`config.mk`:
```
export PLATFORM = sky130hd
export DESIGN_NAME = vtp_divider
export DESIGN_NICKNAME = d
export VERILOG_FILES = /design/src/hdl/vtp_pkg.sv /design/src/hdl/vtp_divider.sv
export SDC_FILE = /design/constraint.sdc
export NUM_CORES = 2
export LEC_CHECK = 0
export ABC_AREA = 1
export BUFFER_PORTS_ARGS = -buffer_cell sky130_fd_sc_hd__buf_2
export CAP_MARGIN = 20
export CORE_MARGIN = 1
export CORE_UTILIZATION = 55
export DETAILED_ROUTE_END_ITERATION = 6
export GPL_TIMING_DRIVEN = 0
export PLACE_DENSITY = 0.79
export SLEW_MARGIN = 20
export SYNTH_ARGS = -nofsm -noshare
export SYNTH_HDL_FRONTEND = slang
export SYNTH_SLANG_ARGS = --single-unit
```
`constraint.sdc`:
```
create_clock -name clock -period 4 [get_ports clock]
set_clock_uncertainty 0.15 [all_clocks]
set_input_delay 0.4 -clock clock [delete_from_list [all_inputs] [get_ports clock]]
set_output_delay 0.4 -clock clock [all_outputs]
set_load 0.02 [all_outputs]
```
`src/hdl/vtp_pkg.sv`:
```
`default_nettype none
package vtp_pkg;

   // field widths
   localparam int DIM_W     = 13;
   localparam int COORD_W   = 12;
   localparam int COMP_W    = 8;
   localparam int MODE_W    = 3;
   localparam int NUM_W     = COMP_W + COORD_W;  // component times coordinate
   localparam int LANES     = 3;                 // red, green, blue
   localparam int DIV_STEPS = NUM_W;             // one quotient bit per stage
   localparam int RAD_W     = DIM_W - 2;
   localparam int SQ_W      = 2 * DIM_W - 1;
   localparam int RSQ_W     = 2 * RAD_W;

   // register port
   localparam int ADDR_W = 5;
   localparam int DATA_W = 32;

   // dimensions above this are saturated
   localparam logic [DIM_W-1:0] MAX_DIM = DIM_W'(4096);

   localparam logic [DIM_W-1:0]  RESET_DIM  = DIM_W'(256);
   localparam logic [COMP_W-1:0] COMP_MAX   = {COMP_W{1'b1}};
   localparam logic [COMP_W-1:0] RESET_COMP = '0;
   localparam logic [MODE_W-1:0] RESET_MODE = '0;

   typedef logic [COMP_W-1:0] comp_type;

   typedef enum logic [MODE_W-1:0] {
      MODE_SOLID   = 3'd0,
      MODE_CHECKER = 3'd1,
      MODE_HGRAD   = 3'd2,
      MODE_VGRAD   = 3'd3,
      MODE_DISC    = 3'd4,
      MODE_STRIPES = 3'd5
   } mode_type;

   typedef enum logic [ADDR_W-3:0] {
      REG_WIDTH  = 3'd0,
      REG_HEIGHT = 3'd1,
      REG_RED    = 3'd2,
      REG_GREEN  = 3'd3,
      REG_BLUE   = 3'd4,
      REG_MODE   = 3'd5
   } reg_type;

   // configuration as seen by the datapath (dimensions already clamped)
   typedef struct packed {
      logic [DIM_W-1:0]  width;
      logic [DIM_W-1:0]  height;
      comp_type          red;
      comp_type          green;
      comp_type          blue;
      logic [MODE_W-1:0] mode;
   } cfg_type;

   // disc geometry and invert flag handed to the shape pipeline
   typedef struct packed {
      logic signed [DIM_W-1:0] dx;
      logic signed [DIM_W-1:0] dy;
      logic [RAD_W-1:0]        rad;
      logic                    invert;
   } shape_type;

   function automatic logic [DIM_W-1:0] clamp_dim(input logic [DIM_W-1:0] d);
      return (d > MAX_DIM) ? MAX_DIM : d;
   endfunction

endpackage
`default_nettype wire

```
`src/hdl/vtp_divider.sv`:
```
`default_nettype none
// Pipelined restoring divider, one quotient bit per stage, three lanes
// sharing one divisor. Only the low byte of each quotient is kept.
module vtp_divider (
   input  logic                        clock,
   input  logic                        reset,
   input  logic                        adv,
   input  logic                        in_valid,
   input  logic                        in_zero,
   input  logic [vtp_pkg::NUM_W-1:0]   in_num [vtp_pkg::LANES],
   input  logic [vtp_pkg::DIM_W-1:0]   divisor,
   output logic                        out_valid,
   output logic                        out_zero,
   output vtp_pkg::comp_type           out_quot [vtp_pkg::LANES]
);

   localparam int STEPS = vtp_pkg::DIV_STEPS;
   localparam int LN    = vtp_pkg::LANES;
   localparam int DW    = vtp_pkg::DIM_W;
   localparam int NW    = vtp_pkg::NUM_W;
   localparam int CW    = vtp_pkg::COMP_W;

   logic          valid_ff [STEPS];
   logic          zero_ff  [STEPS];
   logic [DW-1:0] rem_ff   [STEPS][LN];
   logic [NW-1:0] num_ff   [STEPS][LN];
   logic [CW-1:0] quot_ff  [STEPS][LN];

   logic [DW-1:0] rem_in   [STEPS][LN];
   logic [NW-1:0] num_in   [STEPS][LN];
   logic [CW-1:0] quot_in  [STEPS][LN];
   logic          valid_in [STEPS];
   logic          zero_in  [STEPS];

   genvar s, l;
   generate
      for (s = 0; s < STEPS; s++) begin : g_stage
         if (s == 0) begin : g_first
            assign valid_in[s] = in_valid;
            assign zero_in[s]  = in_zero;
         end else begin : g_next
            assign valid_in[s] = valid_ff[s-1];
            assign zero_in[s]  = zero_ff[s-1];
         end

         for (l = 0; l < LN; l++) begin : g_lane
            logic [DW-1:0] rem_src;
            logic [NW-1:0] num_src;
            logic [CW-1:0] quot_src;
            logic [DW:0]   trial;
            logic [DW:0]   diff;
            logic          qbit;

            if (s == 0) begin : g_src0
               assign rem_src  = '0;
               assign num_src  = in_num[l];
               assign quot_src = '0;
            end else begin : g_srcn
               assign rem_src  = rem_ff[s-1][l];
               assign num_src  = num_ff[s-1][l];
               assign quot_src = quot_ff[s-1][l];
            end

            // shift in next numerator bit, subtract when it fits
            assign trial = {rem_src, num_src[NW-1]};
            assign diff  = trial - {1'b0, divisor};
            assign qbit  = (trial >= {1'b0, divisor});

            assign rem_in[s][l]  = qbit ? diff[DW-1:0] : trial[DW-1:0];
            assign num_in[s][l]  = {num_src[NW-2:0], 1'b0};
            assign quot_in[s][l] = {quot_src[CW-2:0], qbit};
         end

         always_ff @(posedge clock) begin
            if (reset) begin
               valid_ff[s] <= 1'b0;
            end else if (adv) begin
               valid_ff[s] <= valid_in[s];
            end
         end

         always_ff @(posedge clock) begin
            if (adv) begin
               zero_ff[s] <= zero_in[s];
               for (int k = 0; k < LN; k++) begin
                  rem_ff[s][k]  <= rem_in[s][k];
                  num_ff[s][k]  <= num_in[s][k];
                  quot_ff[s][k] <= quot_in[s][k];
               end
            end
         end
      end

      for (l = 0; l < LN; l++) begin : g_out
         assign out_quot[l] = quot_ff[STEPS-1][l];
      end
   endgenerate

   assign out_valid = valid_ff[STEPS-1];
   assign out_zero  = zero_ff[STEPS-1];

endmodule
`default_nettype wire

```
==> Word-level counts from Yosys, hierarchy flattened <==
Memory sizes are Yosys's and may differ from the RTL's.
Index checks and enable logic that the tools add are counted.
{ "totals": {"mem_count": 5, "ramBits": 2440, "output_inout_bits": 26, "input_bits": 78, "word_cells": 231, "latchBits": 0, "reg_bits": 0, "romBits": 0} }
{ "memory_table": {"columns": ["memory", "depth", "width", "rd", "rd_ports_with_merged_regs", "write_ports", "line_no", "source"], "rows": [
  ["num_ff", 20, 57, 19, 0, 20, "vtp_divider.sv:26", "logic [NW-1:0] num_ff [STEPS][LN];"],
  ["rem_ff", 20, 39, 19, 0, 20, "vtp_divider.sv:25", "logic [DW-1:0] rem_ff [STEPS][LN];"],
  ["quot_ff", 20, 24, 20, 0, 20, "vtp_divider.sv:27", "logic [CW-1:0] quot_ff [STEPS][LN];"],
  ["valid_ff", 20, 1, 20, 0, 20, "vtp_divider.sv:23", "logic valid_ff [STEPS];"],
  ["zero_ff", 20, 1, 20, 0, 20, "vtp_divider.sv:24", "logic zero_ff [STEPS];"]
]} }
{ "classes": {"n_reduce_logical": 0, "n_shift": 0, "div_mod_pow": 0, "n_mux": 86, "magnitude_cmp": 60, "add_sub_neg": 60, "multipliers": 0, "eq_ne": 0, "n_bitwise": 20} }
{ "op_table": {"columns": ["op", "n"], "rows": [
  ["14-bit by 13-bit greater-or-equal comparator with 1-bit output", 57],
  ["13-bit 2-to-1 mux", 60],
  ["13-bit subtractor", 57],
  ["1-bit by 13-bit greater-or-equal comparator with 1-bit output", 3],
  ["1-bit by 13-bit subtractor with 13-bit output", 3],
  ["1-bit 2-to-1 mux", 26],
  ["1-bit OR", 20]
]} }

==> Depth between registers and ports, before layout <==
{ "logic_depth": {"word_depth": 4, "mapped_depth": 13, "mapped_depth_nobuf": 11} }

==> Least setup slack after synthesis <==
OpenSTA, ideal clock, no wires.
{ "synth_timing": {"kind": "input -> register", "start": "in divisor[2] (netlist bit)", "end": "mem rem_ff[17][33] (netlist bit), data pin", "arrival_time_ns": 2.905, "required_time_ns": 3.594, "slack_ns": 0.689, "path_buffers": 3, "setup_time_ns": 0.256, "stages": 13, "cell_sequence": "clkbuf_2 -> inv_1 -> ha_1 -> buf_4 -> nand2_1 -> nor2_1 -> nand2_1 -> nand3_1 -> nand2_2 -> nand3_2 -> buf_6 -> nand2_1 -> o21ai_1"} }
{ "synth_rtl": {"columns": ["element", "line_no", "source"], "rows": [
  ["start, declared", "vtp_divider.sv:11", "input logic [vtp_pkg::DIM_W-1:0] divisor,"],
  ["end, declared", "vtp_divider.sv:25", null]
]} }

==> reports/summary.txt <==
FF-to-FF Start: rem_ff[12][34]
Clock Sinks: 1459
Ys Warns: 0
Leakage: 0.0564 uW
Status: finished clean
EDFF count, synth: 1459
Top FF cell, synth: edfxtp_1
Syn_nets: 13392
Layout Utilization: 0.611
Post-Syn Area: 102000 um^2
Hpwl dp: 164000 um
Largest net degree at the start of global routing: 144
Synth top area cells: edfxtp_1 (43%), nand2_1 (16%), ha_1 (9.2%), inv_1 (9.0%), nand3_1 (3.8%)
Reg2Reg Depth: 9
Syn_area_per_cell: 8.12 um^2
Area share of the leading cell type in the synthesized netlist: 0.431
Die height: 432 um
Worst Hold Path EP: rem_ff[0][2]
Final Hold Fails: 0
Routed Antenna Nets: 0
Max_cap viols: 0
Dpl cells: 15104
Critical path endpoint category: flip-flop
Die width: 432 um
First-pass GRT wire length: 375000 um
Finished Layout Cells: 15462
Library cells used by synthesis: 41
R2r endpoint: rem_ff[13][27]
DR vias: 80755
# port buffers: 102
Setup TNS: 0 ns
FFs w/ async S/R, synth: 0
Drt first pass iters: 6
Avg WL per Cell: 14.9 um
RSZ-0062 raised after global routing: false
Reg clk slew, reported paths: 0.06 ns
Synth Register Bits: 1459
HP Start: divisor[12]
Clock Tree Buf Depth: 3
Clock latency on the worst-skew pair: 0.83 ns
Ratio of cells with drive above 1 in the final layout: 0.0849
Top cells by count, synth: nand2_1 (4232), inv_1 (2433), edfxtp_1 (1459), nand3_1 (771), ha_1 (747)
CTS tree: yes
Most frequent cell after synthesis: nand2_1
# diodes: 0
I/O pins: 104
Core area: 183000 um^2
Vias in the first global route: 76047
Routed Wire Length: 231000 um
Register area share after synthesis: 0.431
Gpl congestion: 0.926
Cell taking the most area after synthesis: edfxtp_1
WS Path Type: in -> reg
Vias per cell: 5.22
Root buffer cell: clkbuf_16
Post-Syn Instances: 12513
Residual DRC: 0
Global route overflow: 0
Slew HR: 0.406
CP Launch Type: input pin
Nets: 13751
Fillers: 15734
Setup Viol. Count Final: 0
Crit path max fanout: 35
R2R Setup Slk: 1.35 ns
Final Cycle Share: 0.829
Required @ worst endpoint: 4.38 ns
H-tree levels: 4
Worst hold stages: 6
Initial core utilization: 0.554
Starting DRC count in detailed routing: 6470
DIE AREA: 186000 um^2
Power Density: 720 nW/um^2
Hold Path Class: in -> reg
CP arrival: 3.69 ns
Layout Area Growth over Synthesis: 10.2%
Cts bufs inserted: 160
Row cnt: 157
Antenna violations before repair: 1
Fmax achieved: 302 MHz
Total track usage: 0.247
Worst vdd ir: 0.436 mV
Worst-Margin Slew: 0.891 ns
Slew Viols, Final: 0
Crit path time final: 3.32 ns
==> worst max-delay path: stages <==
cell and delay, ns:
dlygate4sd3_1 0.53, buf_2 0.17, inv_6 0.33, buf_16 0.38
ha_1 0.37, nand2_1 0.12, inv_1 0.05, nand2_1 0.06
nand2_1 0.10, a21oi_4 0.27, nand3_2 0.14, buf_6 0.16
o21ai_0 0.52
==> flip-flops by register name (all words and copies together) (netlist names) <==
register / cells
quot_ff: 108
zero_ff: 20
rem_ff: 741
valid_ff: 20
num_ff: 570
==> cell families (layout without fill, tap and decap cells) <==
kind of cell / count (synthesis) / count (layout) / synth area share
buffers and inverters: 2643 / 3128 / 0.107
xor gates and xnor gates: 346 / 346 / 0.0298
DFF: 1459 / 1459 / 0.431
AOI/OAI and AO/OA: 640 / 640 / 0.0383
adders and majority gates: 801 / 801 / 0.103
and+or+nand+nor: 6624 / 6624 / 0.291
==> worst max-delay path by stage <==
stage	startpoint	to	slack, ns	cells after the start
after floorplan	divisor[2]	rem_ff[17][33]	0.69	13
after global placement	adv	valid_ff[0][2]	-21.17	2
after detailed placement	divisor[8]	rem_ff[13][26]	0.42	12
after CTS	divisor[9]	rem_ff[13][26]	0.81	13
after global routing	adv	num_ff[3][48]	0.63	6
final	divisor[9]	rem_ff[13][27]	0.68	13
==> layout make-up <==
type	count	area (um^2)	share of cell area
multi-input combinational	8411	46900	0.419
clock buffer	186	4120	0.0368
sequential	1459	43800	0.391
buffer	144	1520	0.0136
tap	2464	3080	0.0275
timing repair buffer	197	1930	0.0172
inverter	2499	9450	0.0843
clock inverter	102	1210	0.0108
==> routing by layer <==
layer / part of all wire / GRT usage / vias up
met3: 0.061 / 0.0348 / 498
met4: 0.036 / 0.0907 / 0
met5: 0 / 0 / -
met2: 0.46 / 0.411 / 2269
met1: 0.44 / 0.328 / 36758
li1: - / - / 41230
==> metrics by stage <==
stage / hold WS, ns / power (uW) / worst slack [ns] / cell area, um^2
after floorplan: 0.250 / 55800 / 0.689 / 102000
after global placement: 0.251 / 64700 / -21.17 / 105000
after detailed placement: 0.255 / 65100 / 0.422 / 106000
after CTS: 0.0155 / 80600 / 0.811 / 112000
after global routing: 0.0725 / 87300 / 0.629 / 112000
final: 0.0707 / 80700 / 0.684 / 112000
==> what timing repair did <==
item / 4_1_cts / 5_1_grt
buffers inserted: 0 / 0
setup endpoints to repair: 0 / 0
endpoints found under the hold margin: 136 / 0
gates resized for setup: 0 / 0
hold buffers: 70 / 0
==> layout by cell type, fill, tap and decap left out, drive strengths merged <==
cell / n
a21boi: 3
o21ai: 368
clkinvlp: 13
edfxtp: 1459
clkinv: 64
and2: 27
fa: 54
nand4: 605
xnor2: 54
xor2: 292
dlygate4sd3: 70
clkbuf: 189
ha: 747
nand3: 945
o211ai: 3
or2: 1
buf: 268
nor3: 21
nand2: 4386
a21oi: 266
nor2: 633
nor4: 6
bufinv: 19
inv: 2505
==> report_power, final <==
| part | switching [uW] | internal (uW) | leakage (uW) |
|---|---|---|---|
| clock | 6310 | 8680 | 0.00256 |
| combinational | 25500 | 14700 | 0.0395 |
| sequential | 2420 | 23000 | 0.0143 |
| total | 34300 | 46400 | 0.0564 |
Power figures use the tool's default switching activity.
