**config.mk**
```make
export PLATFORM = sky130hd
export DESIGN_NAME = vtp_shape
export DESIGN_NICKNAME = d
export VERILOG_FILES = /design/src/hdl/vtp_pkg.sv /design/src/hdl/vtp_shape.sv
export SDC_FILE = /design/constraint.sdc
export NUM_CORES = 1
export LEC_CHECK = 0
export ABC_AREA = 1
export BUFFER_PORTS_ARGS = -buffer_cell sky130_fd_sc_hd__buf_2
export CAP_MARGIN = 20
export CORE_MARGIN = 2
export CORE_UTILIZATION = 60
export DETAILED_ROUTE_END_ITERATION = 12
export HOLD_SLACK_MARGIN = 0.02
export PLACE_DENSITY = 0.77
export SLEW_MARGIN = 20
export SYNTH_ARGS = -nofsm -noshare
export SYNTH_HDL_FRONTEND = slang
export SYNTH_SLANG_ARGS = --single-unit
export TNS_END_PERCENT = 10
```
**constraint.sdc**
```tcl
create_clock -name clock -period 6.85 [get_ports clock]
set_input_delay 0.685 -clock clock [delete_from_list [all_inputs] [get_ports clock]]
set_output_delay 0.685 -clock clock [all_outputs]
set_load 0.05 [all_outputs]
```
**src/hdl/vtp_pkg.sv**
```systemverilog
`default_nettype none
package vtp_pkg;

   // field widths
   localparam int DIM_W     = 13;
   localparam int COORD_W   = 12;
   localparam int COMP_W    = 8;
   localparam int MODE_W    = 3;
   localparam int NUM_W     = COMP_W + COORD_W;  // component times coordinate
   localparam int LANES     = 3;                 // red, green, blue
   localparam int DIV_STEPS = NUM_W;             // one quotient bit per stage
   localparam int RAD_W     = DIM_W - 2;
   localparam int SQ_W      = 2 * DIM_W - 1;
   localparam int RSQ_W     = 2 * RAD_W;

   // register port
   localparam int ADDR_W = 5;
   localparam int DATA_W = 32;

   // dimensions above this are saturated
   localparam logic [DIM_W-1:0] MAX_DIM = DIM_W'(4096);

   localparam logic [DIM_W-1:0]  RESET_DIM  = DIM_W'(256);
   localparam logic [COMP_W-1:0] COMP_MAX   = {COMP_W{1'b1}};
   localparam logic [COMP_W-1:0] RESET_COMP = '0;
   localparam logic [MODE_W-1:0] RESET_MODE = '0;

   typedef logic [COMP_W-1:0] comp_type;

   typedef enum logic [MODE_W-1:0] {
      MODE_SOLID   = 3'd0,
      MODE_CHECKER = 3'd1,
      MODE_HGRAD   = 3'd2,
      MODE_VGRAD   = 3'd3,
      MODE_DISC    = 3'd4,
      MODE_STRIPES = 3'd5
   } mode_type;

   typedef enum logic [ADDR_W-3:0] {
      REG_WIDTH  = 3'd0,
      REG_HEIGHT = 3'd1,
      REG_RED    = 3'd2,
      REG_GREEN  = 3'd3,
      REG_BLUE   = 3'd4,
      REG_MODE   = 3'd5
   } reg_type;

   // configuration as seen by the datapath (dimensions already clamped)
   typedef struct packed {
      logic [DIM_W-1:0]  width;
      logic [DIM_W-1:0]  height;
      comp_type          red;
      comp_type          green;
      comp_type          blue;
      logic [MODE_W-1:0] mode;
   } cfg_type;

   // disc geometry and invert flag handed to the shape pipeline
   typedef struct packed {
      logic signed [DIM_W-1:0] dx;
      logic signed [DIM_W-1:0] dy;
      logic [RAD_W-1:0]        rad;
      logic                    invert;
   } shape_type;

   function automatic logic [DIM_W-1:0] clamp_dim(input logic [DIM_W-1:0] d);
      return (d > MAX_DIM) ? MAX_DIM : d;
   endfunction

endpackage
`default_nettype wire

```
**src/hdl/vtp_shape.sv**
```systemverilog
`default_nettype none
// Disc membership test plus invert flag, delayed to line up with the divider.
module vtp_shape (
   input  logic                clock,
   input  logic                adv,
   input  vtp_pkg::shape_type  shape,
   output logic                in_disc,
   output logic                invert
);

   localparam int DW    = vtp_pkg::DIM_W;
   localparam int SW    = vtp_pkg::SQ_W;
   localparam int RW    = vtp_pkg::RSQ_W;
   localparam int DEPTH = vtp_pkg::DIV_STEPS - 1;

   logic [SW-1:0]   dx2_ff, dx2_in;
   logic [SW-1:0]   dy2_ff, dy2_in;
   logic [RW-1:0]   rad2_ff, rad2_in;
   logic            inv1_ff;

   logic signed [2*DW-1:0] dx_sq;
   logic signed [2*DW-1:0] dy_sq;
   logic [SW:0]            dist_sq;
   logic [1:0]             line_ff [DEPTH];
   logic [1:0]             line_in;

   // squares
   assign dx_sq   = (2*DW)'($signed(shape.dx)) * (2*DW)'($signed(shape.dx));
   assign dy_sq   = (2*DW)'($signed(shape.dy)) * (2*DW)'($signed(shape.dy));
   assign dx2_in  = dx_sq[SW-1:0];
   assign dy2_in  = dy_sq[SW-1:0];
   assign rad2_in = RW'(shape.rad) * RW'(shape.rad);

   always_ff @(posedge clock) begin
      if (adv) begin
         dx2_ff  <= dx2_in;
         dy2_ff  <= dy2_in;
         rad2_ff <= rad2_in;
         inv1_ff <= shape.invert;
      end
   end

   // strict compare of squared distance against squared radius
   assign dist_sq = {1'b0, dx2_ff} + {1'b0, dy2_ff};
   assign line_in = {(dist_sq < (SW+1)'(rad2_ff)), inv1_ff};

   // delay line
   always_ff @(posedge clock) begin
      if (adv) begin
         line_ff[0] <= line_in;
         for (int k = 1; k < DEPTH; k++) begin
            line_ff[k] <= line_ff[k-1];
         end
      end
   end

   assign in_disc = line_ff[DEPTH-1][1];
   assign invert  = line_ff[DEPTH-1][0];

endmodule
`default_nettype wire

```
=== Yosys cells after proc, flatten, opt, wreduce, memory -nomap -nowiden ===
Memory sizes are Yosys's and may differ from the RTL's.
Cells that the tools add are included.

* Order comparisons: 1
* $mul: 3
* $add $sub $neg: 1
* Mux-type cells: 2

{| class="wikitable"
|+ Operator list
! operator !! count
|-
| multiplier 13 x 13 -> 25 bit || 2
|-
| adder 25 x 25 -> 26 bit || 1
|-
| < comparator 26 x 22 -> 1 bit || 1
|-
| multiplier 11 x 11 -> 22 bit || 1
|-
| two-way mux 1 bit || 2
|}

* Bits in writable memories: 38
* Memories: 1
* Output and inout bits: 2
* Word-level logic and storage cells: 12
* Input bits: 40
* Register bits: 73

{| class="wikitable"
|+ Memory list
! name !! words !! bits a word !! rd ports !! clocked after Yosys merged registers in !! wr ports !! line !! source
|-
| line_ff || 19 || 2 || 19 || 0 || 19 || vtp_shape.sv:24 || <nowiki>logic [1:0] line_ff [DEPTH];</nowiki>
|}

=== Logic depth before layout (Yosys ltp) ===
Gate-level depths: netlist (run 1).

* Word-level depth: 2
* Mapped depth: 25
* Depth with buffers taken out: 24

=== Least setup slack after synthesis (run 1) ===
OpenSTA, ideal clock, no wires.

* Path type: input port to flip-flop
* From: input shape[37] (netlist bit)
* To: register dx2_ff[24] (data pin)
* Arrival: 5.517 ns
* Path buffers: 2
* Setup slack: 1.081 ns
* Required time: 6.598 ns
* Setup time: 0.252 ns
* Stages on the path: 23
* Path through: buf_4 > clkbuf_1 > nand2_1 > fa_1 > inv_1 > fa_1 > inv_1 > fa_1 > inv_1 > fa_1 > inv_1 > fa_1 > inv_1 > ha_1 > ha_1 > nand2_1 > nor3_1 > nand4_1 > or2_1 > nand3_1 > inv_1 > nand2_1 > nand2_1

* Word-level cells in the longest chain between the ends: 1

{| class="wikitable"
|+ RTL lines
! element !! line !! source
|-
| start, declared || vtp_shape.sv:6 || <nowiki>input vtp_pkg::shape_type shape,</nowiki>
|-
| multiplier 13 x 13 -> 25 bit || vtp_shape.sv:28 || <nowiki>assign dx_sq = (2*DW)'($signed(shape.dx)) * (2*DW)'($signed(shape.dx));</nowiki>
|-
| via dx_sq[24] || vtp_shape.sv:21 || <nowiki>logic signed [2*DW-1:0] dx_sq;</nowiki>
|-
| end signal, assigned || vtp_shape.sv:36 || <nowiki>dx2_ff <= dx2_in;</nowiki>
|-
| end, declared || vtp_shape.sv:16 || <nowiki>logic [SW-1:0] dx2_ff, dx2_in;</nowiki>
|}

The timed path passes the listed nets, and every way through them passes these cells.
A chain may end at the register's enable or synchronous reset.

=== Worst setup path after layout (run 1) ===
Same ends and word-level chain as after synthesis.

==> results.sh, run 1 <==
export IMPL_wirelength_mm=39.07
export IMPL_cp_end_kind="flip-flop"
export IMPL_rrSetupSlack_ps=3630
export IMPL_outcome="finished, final reports clean"
export IMPL_firstDrtPassIters=5
export IMPL_die_h_um=185.5
export IMPL_coreArea_um2=32450
export IMPL_ys_seq_area_frac=0.1641
export IMPL_hold_class="reg -> reg"
export IMPL_drtAntennaViolNets=0
export IMPL_io_buffers=41
export IMPL_drtIter0Drc=744
export IMPL_synth_distinct_cells=46
export IMPL_post_cts_buffers=0
export IMPL_hold_path_depth=0
export IMPL_final_common_cell="inv_1"
export IMPL_multiInputGateArea_um2=14110
export IMPL_ys_flop_type="edfxtp_1"
export IMPL_fmax_mhz=170.4
export IMPL_cp_top_family="adder cells"
export IMPL_crit_path_max_incr_delay_ps=680
export IMPL_ios=42
export IMPL_nFillCells=2742
export IMPL_first_global_vias=14820
export IMPL_clockBufferDepth=2
export IMPL_avgSynthCellArea_um2=8.940
export IMPL_holdBufCountCts=0
export IMPL_r2r_end="line_ff[0][1]"
export IMPL_cts_resized=0
export IMPL_grt_pass1_wl_mm=67.82
export IMPL_hold_start="line_ff[0][1]"
export IMPL_syn_inst=2210
export IMPL_cts_buffers=9
export IMPL_via_count=13950
export IMPL_hold_violations=0
export IMPL_die_w_um=185.5
export IMPL_worstPathCellList="buf_2 > nand2_1 > fa_1 > inv_1 > fa_1 > inv_1 > fa_1 > inv_1 > fa_1 > fa_1 > ha_1 > ha_1 > nand2_1 > nor3_1 > nand4_1 > or2_1 > nand3_1 > inv_1 > nand2_1 > nand2_1"
export IMPL_slew_viol_final=0
export IMPL_gp_congestion=0.9187
export IMPL_layout_common_cells="inv_1, nand2_1, fa_1"
export IMPL_post_drt_via_cell_ratio=5.231
export IMPL_layout_nets=2828
export IMPL_finalSetupTns_ps=0
export IMPL_cts_tree="built"
export IMPL_area_growth_synth_to_final_pct=4.616
export IMPL_fp_dieArea_um2=34400
export IMPL_critPathLaunch="shape[37]"
export IMPL_reg2reg_depth=19
export IMPL_whs_endpoint="line_ff[1][1]"
export IMPL_synth_edff_count=108
export IMPL_min_period_ps=5869
export IMPL_row_count=66
export IMPL_drv_cap=0
export IMPL_seq_area_um2=3243
export IMPL_htree_levels=3
export IMPL_start_util=0.6088
export IMPL_final_period_utilization=0.8568
export IMPL_antenna_found_initial=0
export IMPL_path_buf_inv=5
export IMPL_r2r_start="dx2_ff[4]"
export IMPL_yosys_warnings=0
export IMPL_post_drt_wl_per_cell_um=14.65
export IMPL_relSlewSlack=0.4802
export IMPL_grt_max_degree=66
export IMPL_grt_ovfl_total=0
export IMPL_clk_latency_ps=360
export IMPL_synth_nets=2818
export IMPL_rsz0062_at_grt="false"
export IMPL_cpMostUsedCell="fa_1"
export IMPL_syn_area_um2=19760
export IMPL_crit_fanout=19
export IMPL_tightest_slew_ps=779.7
export IMPL_crit_slowest_cell="fa_1"
export IMPL_synthArstFlopShare=0
export IMPL_grt_total_usage=0.2471
export IMPL_drive_above_1_share=0.03910
export IMPL_final_setup_viol_count=0
export IMPL_clk_pin_slew_worst_paths_ps=80
export IMPL_clock_sinks=108
export IMPL_start_kind="input pin"
export IMPL_crit_arrival_ps=5990
export IMPL_fin_skew_ps=5.025
export IMPL_drc=0
export IMPL_path_class="in -> reg"
export IMPL_root_buffer="clkbuf_16"
export IMPL_ys_seq_elements=108
export IMPL_critical_path_required_ps=6970
export IMPL_n_antenna_cell=0
export IMPL_dp_hpwl_mm=33.87
## Yosys cell counts (2+ instances only)
master | number | share of area
nand3_1 | 55 | 0.014
nor2_4 | 2 | 0.0011
or2_2 | 2 | 0.00063
nor2_1 | 82 | 0.016
a21o_1 | 14 | 0.0053
nand3_2 | 2 | 0.0010
nand2_2 | 7 | 0.0022
o21bai_1 | 12 | 0.0046
fa_1 | 339 | 0.34
buf_2 | 2 | 0.00051
xor2_1 | 65 | 0.029
o31ai_1 | 4 | 0.0015
a31oi_1 | 7 | 0.0022
nor2_2 | 2 | 0.00063
and2_1 | 5 | 0.0016
edfxtp_1 | 108 | 0.16
clkbuf_1 | 39 | 0.0074
nor4_1 | 5 | 0.0016
a21boi_2 | 2 | 0.0011
a21boi_0 | 2 | 0.00076
o21ai_2 | 3 | 0.0013
a31o_2 | 2 | 0.00089
nand4_1 | 13 | 0.0041
xnor2_1 | 36 | 0.016
nand2_1 | 428 | 0.081
ha_1 | 229 | 0.15
o21ai_0 | 28 | 0.0071
nor3_1 | 9 | 0.0023
a21oi_1 | 90 | 0.023
a21oi_2 | 3 | 0.0013
o21ai_1 | 2 | 0.00051
inv_1 | 597 | 0.11
## routing by layer
layer  part of all wire  track usage
met2               0.52       0.4485
met1               0.42       0.3214
met3              0.042      0.02504
met5                  0            0
met4              0.015      0.05175
## logic make-up (layout without fill, tap and decap cells)
kind of cell | count (synthesis) | in the layout | share of synthesized area
buffers and inverters | 640 | 655 | 0.1219
and+or+nand+nor | 618 | 618 | 0.1286
adders and majority gates | 568 | 568 | 0.4885
AOI/OAI and AO/OA | 175 | 175 | 0.05206
DFF | 108 | 108 | 0.1641
xor gates and xnor gates | 101 | 101 | 0.04477
## final cells by class
cell class / count / area share
inverters: 597 / 0.1084
well taps: 442 / 0.02676
repair buffers: 42 / 0.01041
clock inverters: 7 / 0.004177
multi-input cells: 1462 / 0.6824
flip-flops and latches: 108 / 0.1569
clock buffers: 9 / 0.01090
## worst max-delay path by stage
| stage | end | cells past startpoint | slack [ps] |
|---|---|---|---|
| 2_1_floorplan | dx2_ff[24] | 23 | 1080 |
| 3_3_place_gp | dx2_ff[24] | 22 | 790 |
| 3_5_place_dp | dx2_ff[24] | 20 | 620 |
| 4_1_cts | dx2_ff[24] | 20 | 990 |
| 5_1_grt | dx2_ff[22] | 19 | 550 |
| 6_report | dx2_ff[24] | 20 | 980 |
## flip-flops by register name, indices dropped and copies added (netlist names)
register,count
dy2_ff,24
line_ff,38
inv1_ff,1
dx2_ff,24
rad2_ff,21
## worst reg2reg max path, stage by stage, from the launching register on
cell,delay [ps]
edfxtp_1,440
ha_1,410
inv_1,70
nor2_1,170
or2_4,180
nand2_1,50
nand2_1,120
nand3_1,90
nand2_1,110
xor2_1,300
ha_1,310
nand2_1,80
inv_1,50
o21ai_0,60
nand2_1,70
nor2_1,110
a21oi_1,110
a21oi_2,110
nand3_1,70
nor2_1,160
## metrics by stage
step           cell area (um^2)  instances  hold WS, ps    util  worst slack (ps)
2_1_floorplan             19760       2210        400.3       -              1081
3_3_place_gp              20360       2651        404.4  0.6273             789.0
3_5_place_dp              20360       2651        404.5  0.6273             616.4
4_1_cts                   20670       2667        416.6  0.6369             993.2
5_1_grt                   20670       2667        414.6  0.6369             553.7
6_report                  20670       2667        419.1  0.6369             981.2
Power of run 1 is not shown: default switching activity piles up to over one toggle a cycle in this logic, so the estimate is an artifact.
==> run 2: changes to the inputs <==
==> constraint.sdc (replaced) <==
create_clock -name clock -period 6.85 [get_ports clock]
set_input_delay 1.37 -clock clock [delete_from_list [all_inputs] [get_ports clock]]
set_output_delay 1.37 -clock clock [all_outputs]
set_load 0.05 [all_outputs]
==> run 2 against run 1 <==
Net effect: count of clock-buffer cells in the layout stayed put; non-clock buffer count is 5 higher; highest routed layer unchanged; wire length is 1.4% lower; die area stayed put; sequential share of layout area hardly changed; critical path depth stayed put; core utilization is 0.12 points higher; worst setup slack worse by 550 ps; flip-flop and latch count stayed put.
==> results.sh, run 2 (synthesis results as in run 1) <==
export IMPL_drtIter0Drc=769
export IMPL_final_common_cell="inv_1"
export IMPL_clk_latency_ps=360
export IMPL_nFillCells=2724
export IMPL_n_antenna_cell=0
export IMPL_cts_buffers=9
export IMPL_grt_total_usage=0.2442
export IMPL_seq_area_um2=3243
export IMPL_dp_hpwl_mm=33.43
export IMPL_firstDrtPassIters=5
export IMPL_wirelength_mm=38.53
export IMPL_clock_sinks=108
export IMPL_htree_levels=3
export IMPL_multiInputGateArea_um2=14110
export IMPL_slew_viol_final=0
export IMPL_cts_tree="built"
export IMPL_tightest_slew_ps=754.0
export IMPL_reg2reg_depth=16
export IMPL_outcome="finished, final reports clean"
export IMPL_row_count=66
export IMPL_hold_class="reg -> reg"
export IMPL_crit_arrival_ps=6540
export IMPL_cp_end_kind="flip-flop"
export IMPL_regMostFlops="line_ff"
export IMPL_grt_ovfl_total=0
export IMPL_layout_nets=2833
export IMPL_finalSetupTns_ps=0
export IMPL_clockBufferDepth=2
export IMPL_root_buffer="clkbuf_16"
export IMPL_die_h_um=185.5
export IMPL_grt_max_degree=63
export IMPL_fp_dieArea_um2=34400
export IMPL_gp_congestion=0.9250
export IMPL_drc=0
export IMPL_path_class="in -> reg"
export IMPL_critical_path_required_ps=6980
export IMPL_final_period_utilization=0.9367
export IMPL_cts_resized=0
export IMPL_holdBufCountCts=0
export IMPL_coreArea_um2=32450
export IMPL_drv_cap=0
export IMPL_first_global_vias=14500
export IMPL_antenna_found_initial=0
export IMPL_hold_violations=0
export IMPL_io_buffers=41
export IMPL_relSlewSlack=0.4974
export IMPL_final_setup_viol_count=0
export IMPL_ios=42
export IMPL_fmax_mhz=155.9
export IMPL_fin_skew_ps=5.821
export IMPL_post_drt_via_cell_ratio=5.186
export IMPL_post_drt_wl_per_cell_um=14.42
export IMPL_post_cts_buffers=0
export IMPL_largest_reg_flops=38
export IMPL_crit_fanout=10
export IMPL_top_regs="line_ff x38, dx2_ff x24, dy2_ff x24"
export IMPL_grt_pass1_wl_mm=67.00
export IMPL_start_util=0.6088
export IMPL_start_kind="input pin"
export IMPL_die_w_um=185.5
export IMPL_clk_pin_slew_worst_paths_ps=80
export IMPL_hold_path_depth=0
export IMPL_area_growth_synth_to_final_pct=4.807
export IMPL_rsz0062_at_grt="false"
export IMPL_drive_above_1_share=0.04126
export IMPL_drtAntennaViolNets=0
export IMPL_min_period_ps=6416
export IMPL_via_count=13860
export IMPL_layout_common_cells="inv_1, nand2_1, fa_1"
==> run 2: final timing paths <==
path,from,to,slack (ps)
hold / removal,line_ff[7][1],line_ff[8][1],420
hold reg to reg,line_ff[7][1],line_ff[8][1],420
setup / recovery,shape[37],dx2_ff[24],430
setup reg to reg,dx2_ff[4],line_ff[0][1],3670
==> run 2: metrics by stage <==
stage | std cells | area [um^2] | util | worst slack [ps] | hold WS, ps
2_1_floorplan | 2210 | 19760 | - | 395.9 | 400.3
3_3_place_gp | 2656 | 20400 | 0.6285 | 230.8 | 402.8
3_5_place_dp | 2656 | 20400 | 0.6285 | 84.29 | 404.5
4_1_cts | 2672 | 20710 | 0.6381 | 444.2 | 422.9
5_1_grt | 2672 | 20710 | 0.6381 | 107.3 | 425.0
6_report | 2672 | 20710 | 0.6381 | 433.8 | 422.3
==> run 2: worst max-delay path: stages <==
cell     delay, ps
buf_2          230
nand2_1        190
fa_1           610
inv_1           60
fa_1           650
inv_1          190
fa_1           520
inv_1           60
fa_1           550
fa_1           410
ha_1           290
ha_1           370
nand2_1        130
nor3_1         250
nand4_1        160
or2_1          250
nand3_1        100
inv_1           50
nand2_1         60
nand2_1         50
==> run 2: final cells by class <==
class | instances | share of cell area
tap | 442 | 0.02671
clock buffer | 9 | 0.01088
clock inverter | 7 | 0.004169
timing repair buffer | 47 | 0.01221
multi-input combinational | 1462 | 0.6812
inverter | 597 | 0.1082
sequential | 108 | 0.1566
==> run 2: layer usage <==
layer / part of all wire / track usage / wire length (um)
met1: 0.42 / 0.3214 / 16340
met3: 0.043 / 0.02544 / 1638
met5: 0 / 0 / 0
met4: 0.0090 / 0.04063 / 347
met2: 0.52 / 0.4439 / 20210
Power of run 2 is left out for the same reason.
