**config.mk**
```make
export PLATFORM = sky130hd
export DESIGN_NAME = vtp_csr
export DESIGN_NICKNAME = d
export VERILOG_FILES = /design/src/hdl/vtp_pkg.sv /design/src/hdl/vtp_csr.sv
export SDC_FILE = /design/constraint.sdc
export NUM_CORES = 1
export LEC_CHECK = 0
export ABC_CLOCK_PERIOD_IN_PS = 1300
export BUFFER_PORTS_ARGS = -buffer_cell sky130_fd_sc_hd__buf_2
export CAP_MARGIN = 0
export CORE_AREA = 2 2 94 73
export CTS_CLUSTER_DIAMETER = 80
export DETAILED_ROUTE_END_ITERATION = 8
export DIE_AREA = 0 0 96 75
export PLACE_DENSITY = 0.79
export SYNTH_ARGS = -nofsm -noshare
export SYNTH_HDL_FRONTEND = slang
export SYNTH_SLANG_ARGS = --single-unit
```
**constraint.sdc**
```tcl
create_clock -name clock -period 1.3 [get_ports clock]
set_input_delay 0.26 -clock clock [delete_from_list [all_inputs] [get_ports clock]]
set_output_delay 0.26 -clock clock [all_outputs]
set_load 0.1 [all_outputs]
```
**src/hdl/vtp_pkg.sv**
```systemverilog
`default_nettype none
package vtp_pkg;

   // field widths
   localparam int DIM_W     = 13;
   localparam int COORD_W   = 12;
   localparam int COMP_W    = 8;
   localparam int MODE_W    = 3;
   localparam int NUM_W     = COMP_W + COORD_W;  // component times coordinate
   localparam int LANES     = 3;                 // red, green, blue
   localparam int DIV_STEPS = NUM_W;             // one quotient bit per stage
   localparam int RAD_W     = DIM_W - 2;
   localparam int SQ_W      = 2 * DIM_W - 1;
   localparam int RSQ_W     = 2 * RAD_W;

   // register port
   localparam int ADDR_W = 5;
   localparam int DATA_W = 32;

   // dimensions above this are saturated
   localparam logic [DIM_W-1:0] MAX_DIM = DIM_W'(4096);

   localparam logic [DIM_W-1:0]  RESET_DIM  = DIM_W'(256);
   localparam logic [COMP_W-1:0] COMP_MAX   = {COMP_W{1'b1}};
   localparam logic [COMP_W-1:0] RESET_COMP = '0;
   localparam logic [MODE_W-1:0] RESET_MODE = '0;

   typedef logic [COMP_W-1:0] comp_type;

   typedef enum logic [MODE_W-1:0] {
      MODE_SOLID   = 3'd0,
      MODE_CHECKER = 3'd1,
      MODE_HGRAD   = 3'd2,
      MODE_VGRAD   = 3'd3,
      MODE_DISC    = 3'd4,
      MODE_STRIPES = 3'd5
   } mode_type;

   typedef enum logic [ADDR_W-3:0] {
      REG_WIDTH  = 3'd0,
      REG_HEIGHT = 3'd1,
      REG_RED    = 3'd2,
      REG_GREEN  = 3'd3,
      REG_BLUE   = 3'd4,
      REG_MODE   = 3'd5
   } reg_type;

   // configuration as seen by the datapath (dimensions already clamped)
   typedef struct packed {
      logic [DIM_W-1:0]  width;
      logic [DIM_W-1:0]  height;
      comp_type          red;
      comp_type          green;
      comp_type          blue;
      logic [MODE_W-1:0] mode;
   } cfg_type;

   // disc geometry and invert flag handed to the shape pipeline
   typedef struct packed {
      logic signed [DIM_W-1:0] dx;
      logic signed [DIM_W-1:0] dy;
      logic [RAD_W-1:0]        rad;
      logic                    invert;
   } shape_type;

   function automatic logic [DIM_W-1:0] clamp_dim(input logic [DIM_W-1:0] d);
      return (d > MAX_DIM) ? MAX_DIM : d;
   endfunction

endpackage
`default_nettype wire

```
**src/hdl/vtp_csr.sv**
```systemverilog
`default_nettype none
module vtp_csr (
   input  logic                        clock,
   input  logic                        reset,
   input  logic                        psel,
   input  logic                        penable,
   input  logic                        pwrite,
   input  logic [vtp_pkg::ADDR_W-1:0]  paddr,
   input  logic [vtp_pkg::DATA_W-1:0]  pwdata,
   output logic [vtp_pkg::DATA_W-1:0]  prdata,
   output logic                        pready,
   output vtp_pkg::cfg_type            cfg
);

   logic [vtp_pkg::DIM_W-1:0]  width_ff,  width_in;
   logic [vtp_pkg::DIM_W-1:0]  height_ff, height_in;
   vtp_pkg::comp_type          red_ff,    red_in;
   vtp_pkg::comp_type          green_ff,  green_in;
   vtp_pkg::comp_type          blue_ff,   blue_in;
   logic [vtp_pkg::MODE_W-1:0] mode_ff,   mode_in;

   logic                           write_en;
   logic [vtp_pkg::ADDR_W-3:0]     index;

   assign pready   = 1'b1;
   assign write_en = psel & penable & pwrite;
   assign index    = paddr[vtp_pkg::ADDR_W-1:2];

   // register write decode; addresses past the list are dropped
   always_comb begin
      width_in  = width_ff;
      height_in = height_ff;
      red_in    = red_ff;
      green_in  = green_ff;
      blue_in   = blue_ff;
      mode_in   = mode_ff;
      if (write_en) begin
         case (index)
            vtp_pkg::REG_WIDTH:  width_in  = pwdata[vtp_pkg::DIM_W-1:0];
            vtp_pkg::REG_HEIGHT: height_in = pwdata[vtp_pkg::DIM_W-1:0];
            vtp_pkg::REG_RED:    red_in    = pwdata[vtp_pkg::COMP_W-1:0];
            vtp_pkg::REG_GREEN:  green_in  = pwdata[vtp_pkg::COMP_W-1:0];
            vtp_pkg::REG_BLUE:   blue_in   = pwdata[vtp_pkg::COMP_W-1:0];
            vtp_pkg::REG_MODE:   mode_in   = pwdata[vtp_pkg::MODE_W-1:0];
            default: ;
         endcase
      end
   end

   always_ff @(posedge clock) begin
      if (reset) begin
         width_ff  <= vtp_pkg::RESET_DIM;
         height_ff <= vtp_pkg::RESET_DIM;
         red_ff    <= vtp_pkg::RESET_COMP;
         green_ff  <= vtp_pkg::RESET_COMP;
         blue_ff   <= vtp_pkg::RESET_COMP;
         mode_ff   <= vtp_pkg::RESET_MODE;
      end else begin
         width_ff  <= width_in;
         height_ff <= height_in;
         red_ff    <= red_in;
         green_ff  <= green_in;
         blue_ff   <= blue_in;
         mode_ff   <= mode_in;
      end
   end

   // read back raw register values
   always_comb begin
      case (index)
         vtp_pkg::REG_WIDTH:  prdata = vtp_pkg::DATA_W'(width_ff);
         vtp_pkg::REG_HEIGHT: prdata = vtp_pkg::DATA_W'(height_ff);
         vtp_pkg::REG_RED:    prdata = vtp_pkg::DATA_W'(red_ff);
         vtp_pkg::REG_GREEN:  prdata = vtp_pkg::DATA_W'(green_ff);
         vtp_pkg::REG_BLUE:   prdata = vtp_pkg::DATA_W'(blue_ff);
         vtp_pkg::REG_MODE:   prdata = vtp_pkg::DATA_W'(mode_ff);
         default:             prdata = '0;
      endcase
   end

   // datapath view, dimensions saturated
   always_comb begin
      cfg.width  = vtp_pkg::clamp_dim(width_ff);
      cfg.height = vtp_pkg::clamp_dim(height_ff);
      cfg.red    = red_ff;
      cfg.green  = green_ff;
      cfg.blue   = blue_ff;
      cfg.mode   = mode_ff;
   end

endmodule
`default_nettype wire

```
Word level (Yosys, flattened, before mapping)
Index checks and enable logic that the tools add are counted.
{ "word_totals": {"reg_bits": 53, "inputBits": 42} }
{ "op_classes": {"magnitude_cmp": 2, "eq_ne": 5, "muxes": 3, "bitwise": 2, "reduce_logical": 7} }
{ "op_table": {"columns": ["operator", "count"], "rows": [
  ["13-bit one-hot mux with 6 select lines", 1],
  ["13-bit greater-than comparator, second input constant", 2],
  ["13-bit two-way mux", 2],
  ["2-bit AND reduction", 6],
  ["3-bit by 2-bit equality test with 1-bit output, second input constant", 2],
  ["3-bit equality test, second input constant", 2],
  ["3-bit by 1-bit equality test with 1-bit output, second input constant", 1],
  ["3-bit zero test", 1],
  ["1-bit bitwise AND", 2]
]} }

Longest topological paths before layout
Gate-level depths: netlist of the first run.
{ "depth": {"ltp_word": 3, "ltp_mapped": 5, "mapped_depth_nobuf": 3} }

Worst setup path after synthesis of the first run
Ideal clock, no wire load.
{ "synth_timing": {"kind": "register to output", "startpoint": "reg height_ff[12] in the netlist's numbering", "endpoint": "out prdata[12] in the netlist's numbering", "arrival_time_ns": 2.805, "t_required_ns": 1.040, "slack_ns": -1.765, "path_stages_with_launch": 4, "cell_sequence": "dfxtp_1 clkbuf_1 mux2i_1 nor3_1"} }
{ "synth_between": {"elab_chain_cells": 1} }
{ "synth_lines": {"columns": ["item", "line", "source"], "rows": [
  ["from (decl)", "vtp_csr.sv:16", "logic [vtp_pkg::DIM_W-1:0] height_ff, height_in;"],
  ["from (signal assigned)", "vtp_csr.sv:53", "height_ff <= vtp_pkg::RESET_DIM;"],
  ["from (signal assigned)", "vtp_csr.sv:60", "height_ff <= height_in;"],
  ["13-bit one-hot mux with 6 select lines", "vtp_csr.sv:70", "case (index)"],
  ["to (decl)", "vtp_csr.sv:10", "output logic [vtp_pkg::DATA_W-1:0] prdata,"]
]} }
No other way between the ends.

Final worst setup path of the first run
{ "layout_timing": {"startpoint": "reg green_ff[7]", "endpoint": "out prdata[7] in the netlist's numbering"} }
{ "layout_between": {"elab_chain_cells": 1} }
{ "layout_lines": {"columns": ["item", "line", "source"], "rows": [
  ["from (decl)", "vtp_csr.sv:18", "vtp_pkg::comp_type green_ff, green_in;"],
  ["from (signal assigned)", "vtp_csr.sv:55", "green_ff <= vtp_pkg::RESET_COMP;"],
  ["from (signal assigned)", "vtp_csr.sv:62", "green_ff <= green_in;"],
  ["13-bit one-hot mux with 6 select lines", "vtp_csr.sv:70", null]
]} }
No other way between the ends.

==> results of run 1 <==
worst min-delay path, delay by kind of cell:
family	cells	cell delay, ns
AND/OR/NAND/NOR	1	0.06
AO/OA/AOI/OAI	1	0.05
buffers and inverters	1	0.11
registers in the layout, summed over array words and instances, names as in the netlist:
signal	count
green_ff	8
mode_ff	3
red_ff	8
height_ff	13
blue_ff	8
width_ff	13
cell usage in the layout, fill, tap and decap left out, drive strengths merged:
master	instances
clkbuf	6
mux2	5
dfxtp	53
o21ai	10
and3	1
nor3	5
o2bb2ai	2
or2	1
nand2b	56
buf	138
and4b	1
and2	1
o221ai	4
mux2i	61
conb	20
o21a	2
nand2	7
and4	1
nor2	4
nand3	10
nor2b	28
o22ai	2
clkinv	2
a21oi	8
nand4	1
a22oi	5
metrics by stage:
step	std cells	cell area [µm²]	TNS (ns)	total power, µW	hold slack (ns)
finish	515	5440	-6.85	3440	0.202
global route	515	5440	-8.08	3510	0.210
CTS	509	5330	-6.43	3370	0.201
detailed placement	493	4910	-14.01	2450	0.487
global placement	493	4910	-12.10	2440	0.469
floorplan	331	3440	-8.62	2310	0.397
power groups by stage:
stage,Clock (µW),Combinational (µW),Sequential [µW]
after detailed placement,0,812,1640
after CTS,929,845,1600
final,952,886,1600
after global routing,1000,911,1600
after global placement,0,797,1640
after floorplan,0,627,1680
per-layer routing:
layer / vias to the layer above / part of all wire, % / global-route usage [%]
li1: 1272 / - / -
met1: 1437 / 40 / 36.6
met2: 156 / 50 / 51.2
met3: 33 / 7.1 / 6.21
met4: 0 / 3.1 / 10.8
met5: - / 0 / 0
logic make-up after synthesis:
logic type,count (synthesis),share of synthesized area (%)
simple gates,116,24.0
mux,66,22.9
flops,53,36.4
buf+inv,43,9.35
compound gates,33,7.12
other cells,2,0.257
layout make-up:
type	count	area, µm²	share of cell area (%)
clock inverters	2	10.0	0.184
flip-flops and latches	53	1180	21.7
clock buffers	6	72.6	1.33
multi-input cells	235	2140	39.3
well taps	81	101	1.86
repair buffers	138	1930	35.5
path summary, 6_finish.rpt:
path                                            endpoint  slack (ns)  cells after the start
worst max register to register   blue_ff[1]$_SDFFE_PP0P_        0.40                      2
worst min-delay path             blue_ff[4]$_SDFFE_PP0P_        0.20                      3
worst min register to register  width_ff[3]$_SDFFE_PP0P_        0.50                      2
worst max-delay path                           prdata[7]       -0.38                      4
what timing repair did:
item	in CTS	in global routing
setup endpoints to repair	39	43
gates resized for setup	73	19
buffers inserted	9	6
hold buffers	0	0
pin swaps	11	7
==> results.sh, run 1 <==
export IMPL_area_delta_synth_final_pct=86.4
export IMPL_detail_route_vias_per_cell=5.63
export IMPL_post_synth_inst_count=313
export IMPL_fp_dieH_um=75
export IMPL_violations="negative setup slack"
export IMPL_coreArea_mm2=0.00622
export IMPL_fillerInstances=266
export IMPL_critical_path_cell_chain="mux2_2 > a22oi_2 > o22ai_4 > buf_12"
export IMPL_power_report_internal_total_uw=2220
export IMPL_post_drt_wl_per_cell_um=21.0
export IMPL_synth_warning_count=0
export IMPL_p_leak_uw=0.00233
export IMPL_layout_nets=475
export IMPL_synth_most_common_cell="mux2i_1"
export IMPL_clock_power_share_pct=27.7
export IMPL_drt_initial_drc_count=272
export IMPL_clock_skew_final_ns=0
export IMPL_route_final_wire_length_um=10800
export IMPL_power_net_switching_uw=1220
export IMPL_antenna_found_initial=0
export IMPL_reg2reg_from="blue_ff[1]$_SDFFE_PP0P_"
export IMPL_initial_util_pct=46.9
export IMPL_gr_usage_all_layers_pct=29.6
export IMPL_final_period_utilization_pct=129
export IMPL_p_per_area_mw_per_mm2=632
export IMPL_yosys_top_cells_area="dfxtp_1 36%, mux2i_1 21%, nand2b_1 12%"
export IMPL_critPathBufInv=1
export IMPL_post_dp_hpwl_um=6840
export IMPL_async_flop_share_pct=0
export IMPL_netlist_area_mm2=0.00292
export IMPL_proportion_of_synthesized_chip_area_in_sequential_cells_pct=36.4
export IMPL_boundaryPins=128
export IMPL_globalplace_congestion=0.907
export IMPL_tritoncts_num_buffers=5
export IMPL_critical_path_max_stage_delay_ns=0.35
export IMPL_crit_path_max_fanout=2
export IMPL_drv_cap=0
export IMPL_drcViolationCount=0
export IMPL_cts_path_max_buffers=2
export IMPL_timing_critical_path_from_type="register"
export IMPL_root_cell_of_the_clock_tree="clkbuf_8"
export IMPL_yosys_area_top_type_share_pct=36.4
export IMPL_final_hold_violation_count=0
export IMPL_synth_lib_cells_used_distinct=29
export IMPL_max_vdd_ir_drop_mv=0.440
export IMPL_crit_arrival_ns=1.42
export IMPL_share_of_power_burned_in_combinational_logic_pct=25.8
export IMPL_cpMaxStageDelayCell="dfxtp_4"
export IMPL_synth_edff_count=0
export IMPL_fmax_ghz=0.595
export IMPL_port_buffers=86
export IMPL_via_count_of_the_first_global_routing_pass=2904
export IMPL_worst_setup_path_startpoint="green_ff[7]$_SDFFE_PP0P_"
export IMPL_grt_first_pass_wirelength_um=15600
export IMPL_rsz0062_at_grt="true"
export IMPL_grt_overflow_total=0
export IMPL_finalSetupViolCount=43
export IMPL_synthesis_area_per_instance_um2=9.32
export IMPL_slew_viol_final=0
export IMPL_share_of_total_power_consumed_by_net_switching_pct=35.5
export IMPL_yosys_register_bits=53
export IMPL_design_die_area_mm2=0.00720
export IMPL_clock_sinks=53
export IMPL_deepest_level_of_the_cts_h_tree=2
export IMPL_drt_pass1_iterations=5
export IMPL_outcome="complete, but fails checks"
export IMPL_post_route_cells_drive_above_1_share_pct=59.7
export IMPL_worstSkewPairLatency_ns=0.32
export IMPL_period_needed_ns=1.68
export IMPL_fp_row_count=25
export IMPL_seq_power_share_pct=46.5
export IMPL_diodes=0
export IMPL_worst_setup_path_type="register to output pin"
export IMPL_min_from="pwdata[4]"
export IMPL_postRouteAntennaNets=0
export IMPL_chipWidth_um=96
export IMPL_yosys_area_top_type="dfxtp_1"
export IMPL_yosys_most_used_dff="dfxtp_1"
export IMPL_vias=2898
export IMPL_timing_critical_path_max_delay_family="flip-flops"
export IMPL_post_place_ws_ns=-0.323
export IMPL_crit_path_end_kind="output pin"
export IMPL_tritoncts="yes"
export IMPL_synth_top_cells_by_count="61 x mux2i_1, 56 x nand2b_1, 53 x dfxtp_1"
export IMPL_clkTransAtPathRegs_ns=0.09
export IMPL_finalCoreUtilization_pct=87.4
export IMPL_critical_path_required_ns=1.04
export IMPL_final_critical_path_setup_slack_ns=-0.381
export IMPL_maximum_number_of_pins_on_one_net_before_global_route_repair=67
export IMPL_hold_class="input port to register"
(Power assumes the default switching activity.)
==> run 2: changes to the inputs <==
--- a/config.mk
+++ b/config.mk
@@ -12,7 +12,7 @@
 export CTS_CLUSTER_DIAMETER = 80
 export DETAILED_ROUTE_END_ITERATION = 8
 export DIE_AREA = 0 0 96 75
-export PLACE_DENSITY = 0.79
+export PLACE_DENSITY_LB_ADDON = 0.08
 export SYNTH_ARGS = -nofsm -noshare
 export SYNTH_HDL_FRONTEND = slang
 export SYNTH_SLANG_ARGS = --single-unit
==> run 2 against run 1 <==
  * The flow still finishes with violations (negative setup slack)
  * Sequential share of layout area fell by 0.68 points
  * Power rose by 6.8%
  * Register-to-register slack barely moved
  * Non-clock buffer count rose by 11
  * Core utilization rose by 3.1 points
  * First-iteration DRC count fell by 13%
  * Hold slack improved by 0.015 ns
  * Cell count rose by 2.1%
  * Critical path depth did not move
  * Highest routed layer unchanged
==> results.sh, run 2 (synthesis results as in run 1) <==
export IMPL_post_dp_hpwl_um=6850
export IMPL_leading_cell_type_in_the_layout_fill_and_taps_excluded="buf_12"
export IMPL_power_net_switching_uw=1240
export IMPL_design_die_area_mm2=0.00720
export IMPL_tritoncts_num_buffers=5
export IMPL_antenna_found_initial=0
export IMPL_p_leak_uw=0.00241
export IMPL_crit_arrival_ns=1.41
export IMPL_worst_setup_path_type="register to output pin"
export IMPL_via_count_of_the_first_global_routing_pass=3094
export IMPL_min_from="pwdata[10]"
export IMPL_seq_power_share_pct=43.6
export IMPL_fillerInstances=239
export IMPL_p_per_area_mw_per_mm2=651
export IMPL_clock_power_share_pct=31.1
export IMPL_grt_overflow_total=0
export IMPL_tritoncts="yes"
export IMPL_hold_class="input port to register"
export IMPL_vias=3049
export IMPL_area_delta_synth_final_pct=93.1
export IMPL_postRouteAntennaNets=0
export IMPL_finalSetupViolCount=39
export IMPL_globalplace_congestion=0.848
export IMPL_diodes=0
export IMPL_cts_path_max_buffers=2
export IMPL_drcViolationCount=0
export IMPL_finish_cell_count_without_fillers=526
export IMPL_fp_row_count=25
export IMPL_top_regs="height_ff: 13 flops, width_ff: 13 flops"
export IMPL_fmax_ghz=0.599
export IMPL_chipWidth_um=96
export IMPL_dp_cells=506
export IMPL_timing_critical_path_from_type="register"
export IMPL_outcome="complete, but fails checks"
export IMPL_layout_common_cells="73 x buf_12, 55 x nand2b_1, 47 x buf_4, 46 x mux2i_1, 26 x dfxtp_4"
export IMPL_grt_first_pass_wirelength_um=17300
export IMPL_rsz0062_at_grt="true"
export IMPL_period_needed_ns=1.67
export IMPL_final_period_utilization_pct=128
export IMPL_hold_buffers=0
export IMPL_boundaryPins=128
export IMPL_coreArea_mm2=0.00622
export IMPL_crit_path_end_kind="output pin"
export IMPL_critical_path_required_ns=1.04
export IMPL_post_drt_wl_per_cell_um=22.0
export IMPL_worstSkewPairLatency_ns=0.31
export IMPL_root_cell_of_the_clock_tree="clkbuf_8"
export IMPL_final_critical_path_setup_slack_ns=-0.370
export IMPL_timing_reg2reg_setup_slack_ns=0.41
export IMPL_maximum_number_of_pins_on_one_net_before_global_route_repair=67
export IMPL_hold_path_endpoint="height_ff[10]$_SDFFE_PP0P_"
export IMPL_max_vdd_ir_drop_mv=0.439
export IMPL_drv_cap=0
export IMPL_deepest_level_of_the_cts_h_tree=2
export IMPL_post_route_cells_drive_above_1_share_pct=62.5
export IMPL_drt_pass1_iterations=5
export IMPL_fp_dieH_um=75
export IMPL_gr_usage_all_layers_pct=32.7
export IMPL_reg2reg_from="blue_ff[1]$_SDFFE_PP0P_"
export IMPL_hold_path_cell_count=3
export IMPL_reg2regPathDepth=3
export IMPL_route_final_wire_length_um=11600
export IMPL_violations="negative setup slack"
export IMPL_initial_util_pct=46.9
export IMPL_final_hold_violation_count=0
export IMPL_worstReg2RegEnd="blue_ff[1]$_SDFFE_PP0P_"
export IMPL_detail_route_vias_per_cell=5.80
export IMPL_drt_initial_drc_count=238
export IMPL_post_place_ws_ns=-0.418
export IMPL_share_of_total_power_consumed_by_net_switching_pct=33.8
export IMPL_fin_setup_tns_ns=-6.75
export IMPL_crit_path_max_fanout=2
export IMPL_port_buffers=86
export IMPL_clock_sinks=53
export IMPL_clock_skew_final_ns=0
export IMPL_power_report_internal_total_uw=2430
export IMPL_share_of_power_burned_in_combinational_logic_pct=25.3
export IMPL_layout_nets=486
export IMPL_clkTransAtPathRegs_ns=0.10
export IMPL_slew_viol_final=0
-- run 2: worst max-delay path by stage --
stage               slack [ns]                   start          to  depth (start not counted)
floorplan                -0.45                paddr[2]  prdata[10]                          4
global placement         -0.32                paddr[2]   prdata[6]                          5
detailed placement       -0.42                paddr[2]   prdata[5]                          6
CTS                      -0.36  red_ff[4]$_SDFFE_PP0P_   prdata[4]                          4
global route             -0.40  red_ff[7]$_SDFFE_PP0P_   prdata[7]                          4
finish                   -0.37  red_ff[4]$_SDFFE_PP0P_   prdata[4]                          4
-- run 2: metal layers --
| metal | up-vias | GRT usage, % | wire [µm] |
|---|---|---|---|
| met2 | 244 | 55.3 | 5690 |
| li1 | 1291 | - | - |
| met1 | 1464 | 40.7 | 4430 |
| met5 | - | 0 | 0 |
| met3 | 50 | 6.51 | 1010 |
| met4 | 0 | 15.2 | 450 |
-- run 2: area by class of cell --
type	count	area, µm²	share of cell area [%]
Clock inverter	3	41.3	0.733
Tap cell	81	101	1.80
Sequential cell	53	1190	21.1
Timing Repair Buffer	149	2050	36.3
Clock buffer	5	68.8	1.22
Multi-Input combinational cell	235	2190	38.9
-- run 2: power groups by stage --
stage	clock network (µW)	registers [µW]	logic, µW
after floorplan	0	1680	627
after global placement	0	1640	829
after detailed placement	0	1640	838
after CTS	1130	1600	892
after global routing	1200	1600	947
final	1140	1600	926
-- run 2: worst max-delay path, cell delays in order, from the launching register on --
cell     delay [ns]
dfxtp_4        0.35
mux2_4         0.27
a22oi_2        0.18
o22ai_4        0.11
buf_12         0.17
-- run 2: through the flow --
| step | hold WS [ns] | utilization, % | power (µW) | area (µm²) |
|---|---|---|---|---|
| 6_report | 0.217 | 90.5 | 3670 | 5630 |
| 4_1_cts | 0.197 | 89.5 | 3620 | 5570 |
| 2_1_floorplan | 0.397 | - | 2310 | 3440 |
| 3_3_place_gp | 0.477 | 80.7 | 2470 | 5020 |
| 3_5_place_dp | 0.484 | 80.7 | 2480 | 5020 |
| 5_1_grt | 0.216 | 90.5 | 3750 | 5630 |
-- run 2: repair_timing --
item                       in CTS  in global routing
gates cloned                    1                  0
setup buffers                  11                  2
gates resized for setup        91                 12
setup endpoints to repair      39                 40
pin swaps                      13                  1
==> run 3: changes to the inputs <==
--- a/config.mk
+++ b/config.mk
@@ -8,10 +8,10 @@
 export ABC_CLOCK_PERIOD_IN_PS = 1300
 export BUFFER_PORTS_ARGS = -buffer_cell sky130_fd_sc_hd__buf_2
 export CAP_MARGIN = 0
-export CORE_AREA = 2 2 94 73
+export CORE_AREA = 4 4 96 75
 export CTS_CLUSTER_DIAMETER = 80
 export DETAILED_ROUTE_END_ITERATION = 8
-export DIE_AREA = 0 0 96 75
+export DIE_AREA = 0 0 100 79
 export PLACE_DENSITY_LB_ADDON = 0.08
 export SYNTH_ARGS = -nofsm -noshare
 export SYNTH_HDL_FRONTEND = slang
==> run 3 against run 2 <==
  * The run still ends with negative setup slack left
  * Critical path depth is the same
  * Die area grew 9.7%
  * Power grew 6.1%
  * Register-to-register slack lost 0.14 ns
  * Final area grew 1.1%
  * Global-route usage shrank 6.0 points
  * Combinational power grew 2%
  * Routed wire length grew 14%
  * Sequential power is essentially flat
  * Worst setup slack gained 0.0047 ns
  * Critical path type unchanged
==> results.sh, run 3 (synthesis results as in run 1) <==
export IMPL_outcome="complete, but fails checks"
export IMPL_violations="negative setup slack"
export IMPL_critical_path_required_ns=1.04
export IMPL_port_buffers=86
export IMPL_timing_critical_path_from_type="register"
export IMPL_cts_path_max_buffers=2
export IMPL_drv_cap=0
export IMPL_worst_setup_path_startpoint="red_ff[7]$_SDFFE_PP0P_"
export IMPL_grt_first_pass_wirelength_um=16300
export IMPL_final_period_utilization_pct=128
export IMPL_vias=3121
export IMPL_worst_setup_path_type="register to output pin"
export IMPL_root_cell_of_the_clock_tree="clkbuf_8"
export IMPL_deepest_level_of_the_cts_h_tree=2
export IMPL_reg2reg_from="width_ff[12]$_SDFFE_PP0P_"
export IMPL_globalplace_congestion=0.914
export IMPL_period_needed_ns=1.66
export IMPL_chipWidth_um=100
export IMPL_worstSkewPairLatency_ns=0.31
export IMPL_maximum_number_of_pins_on_one_net_before_global_route_repair=24
export IMPL_leading_cell_type_in_the_layout_fill_and_taps_excluded="buf_12"
export IMPL_clock_sinks=53
export IMPL_postRouteAntennaNets=0
export IMPL_fmax_ghz=0.601
export IMPL_post_route_cells_drive_above_1_share_pct=61.9
export IMPL_initial_util_pct=46.9
export IMPL_critical_path_max_stage_delay_ns=0.36
export IMPL_fp_row_count=25
export IMPL_critPathBufInv=1
export IMPL_rsz0062_at_grt="true"
export IMPL_crit_path_end_kind="output pin"
export IMPL_p_leak_uw=0.00242
export IMPL_final_critical_path_setup_slack_ns=-0.365
export IMPL_hold_class="input port to register"
export IMPL_area_delta_synth_final_pct=95.2
export IMPL_max_vdd_ir_drop_mv=0.746
export IMPL_drt_initial_drc_count=319
export IMPL_drcViolationCount=0
export IMPL_crit_arrival_ns=1.40
export IMPL_post_drt_wl_per_cell_um=25.3
export IMPL_finalSetupViolCount=42
export IMPL_timing_critical_path_max_delay_family="flip-flops"
export IMPL_antenna_found_initial=1
export IMPL_crit_path_max_fanout=2
export IMPL_route_final_wire_length_um=13200
export IMPL_post_place_ws_ns=-0.341
export IMPL_power_uw=3890
export IMPL_clkTransAtPathRegs_ns=0.10
export IMPL_final_hold_violation_count=0
export IMPL_diodes=0
export IMPL_hold_buffers=0
export IMPL_timing_reg2reg_setup_slack_ns=0.27
export IMPL_critical_path_cell_chain="mux2_4 > a22oi_2 > o22ai_4 > buf_12"
export IMPL_post_dp_hpwl_um=7110
export IMPL_via_count_of_the_first_global_routing_pass=2994
export IMPL_boundaryPins=128
export IMPL_detail_route_vias_per_cell=5.98
export IMPL_cpMaxStageDelayCell="dfxtp_4"
export IMPL_top_regs="height_ff: 13 flops, width_ff: 13 flops"
export IMPL_gr_usage_all_layers_pct=26.8
export IMPL_coreArea_mm2=0.00622
export IMPL_finalCoreUtilization_pct=91.4
export IMPL_drt_pass1_iterations=5
export IMPL_min_from="pwdata[3]"
export IMPL_tritoncts_num_buffers=5
export IMPL_design_die_area_mm2=0.00790
export IMPL_slew_viol_final=0
export IMPL_layout_common_cells="73 x buf_12, 55 x nand2b_1, 47 x mux2i_1, 42 x buf_4, 28 x dfxtp_4"
export IMPL_grt_overflow_total=0
export IMPL_p_per_area_mw_per_mm2=684
export IMPL_clock_skew_final_ns=0
export IMPL_fp_dieH_um=79
export IMPL_layout_nets=482
export IMPL_tritoncts="yes"
-- run 3: timing repair --
| item | 4_1_cts | 5_1_grt |
|---|---|---|
| resized for setup | 63 | 49 |
| endpoints found under the setup margin | 39 | 43 |
| endpoints found under the hold margin | 0 | 0 |
| cloned | 2 | 0 |
| setup buffers | 2 | 14 |
| pin swaps | 1 | 9 |
-- run 3: tightest hold or removal path: cells and delay by family --
kind	cells	cell delay [ns]
buffers and inverters	1	0.11
AND/OR/NAND/NOR	1	0.06
AO/OA/AOI/OAI	1	0.06
-- run 3: report_power, final --
group	total, µW	internal (µW)	leakage (µW)	switching, µW
clock network	1350	766	0.0000681	584
logic	944	282	0.00190	662
registers	1600	1580	0.000457	16.9
-- run 3: path summary, 6_finish.rpt --
check,depth (start not counted),endpoint
worst min-delay path,3,blue_ff[3]$_SDFFE_PP0P_
worst min register to register,2,red_ff[5]$_SDFFE_PP0P_
worst max-delay path,4,prdata[7]
worst max register to register,3,width_ff[12]$_SDFFE_PP0P_
-- run 3: area by class of cell --
class                   count  area [µm²]
clock inverters             3        65.1
repair buffers            145        2080
multi-input cells         235        2190
fillers                   216         533
clock buffers               5        68.8
well taps                  81         101
flip-flops and latches     53        1190
-- run 3: metrics by stage --
step | cell area, µm² | hold WS [ns] | std cells | setup TNS [ns]
global placement | 4940 | 0.471 | 497 | -12.35
finish | 5690 | 0.216 | 522 | -6.90
floorplan | 3440 | 0.397 | 331 | -8.62
global route | 5690 | 0.208 | 522 | -7.95
CTS | 5410 | 0.200 | 509 | -6.47
detailed placement | 4940 | 0.488 | 497 | -13.87
-- run 3: layer usage --
metal,GRT usage (%),part of all wire (%)
met1,32.9,38
met2,46.9,49
met3,6.15,9.6
met4,7.67,4.1
met5,0,0
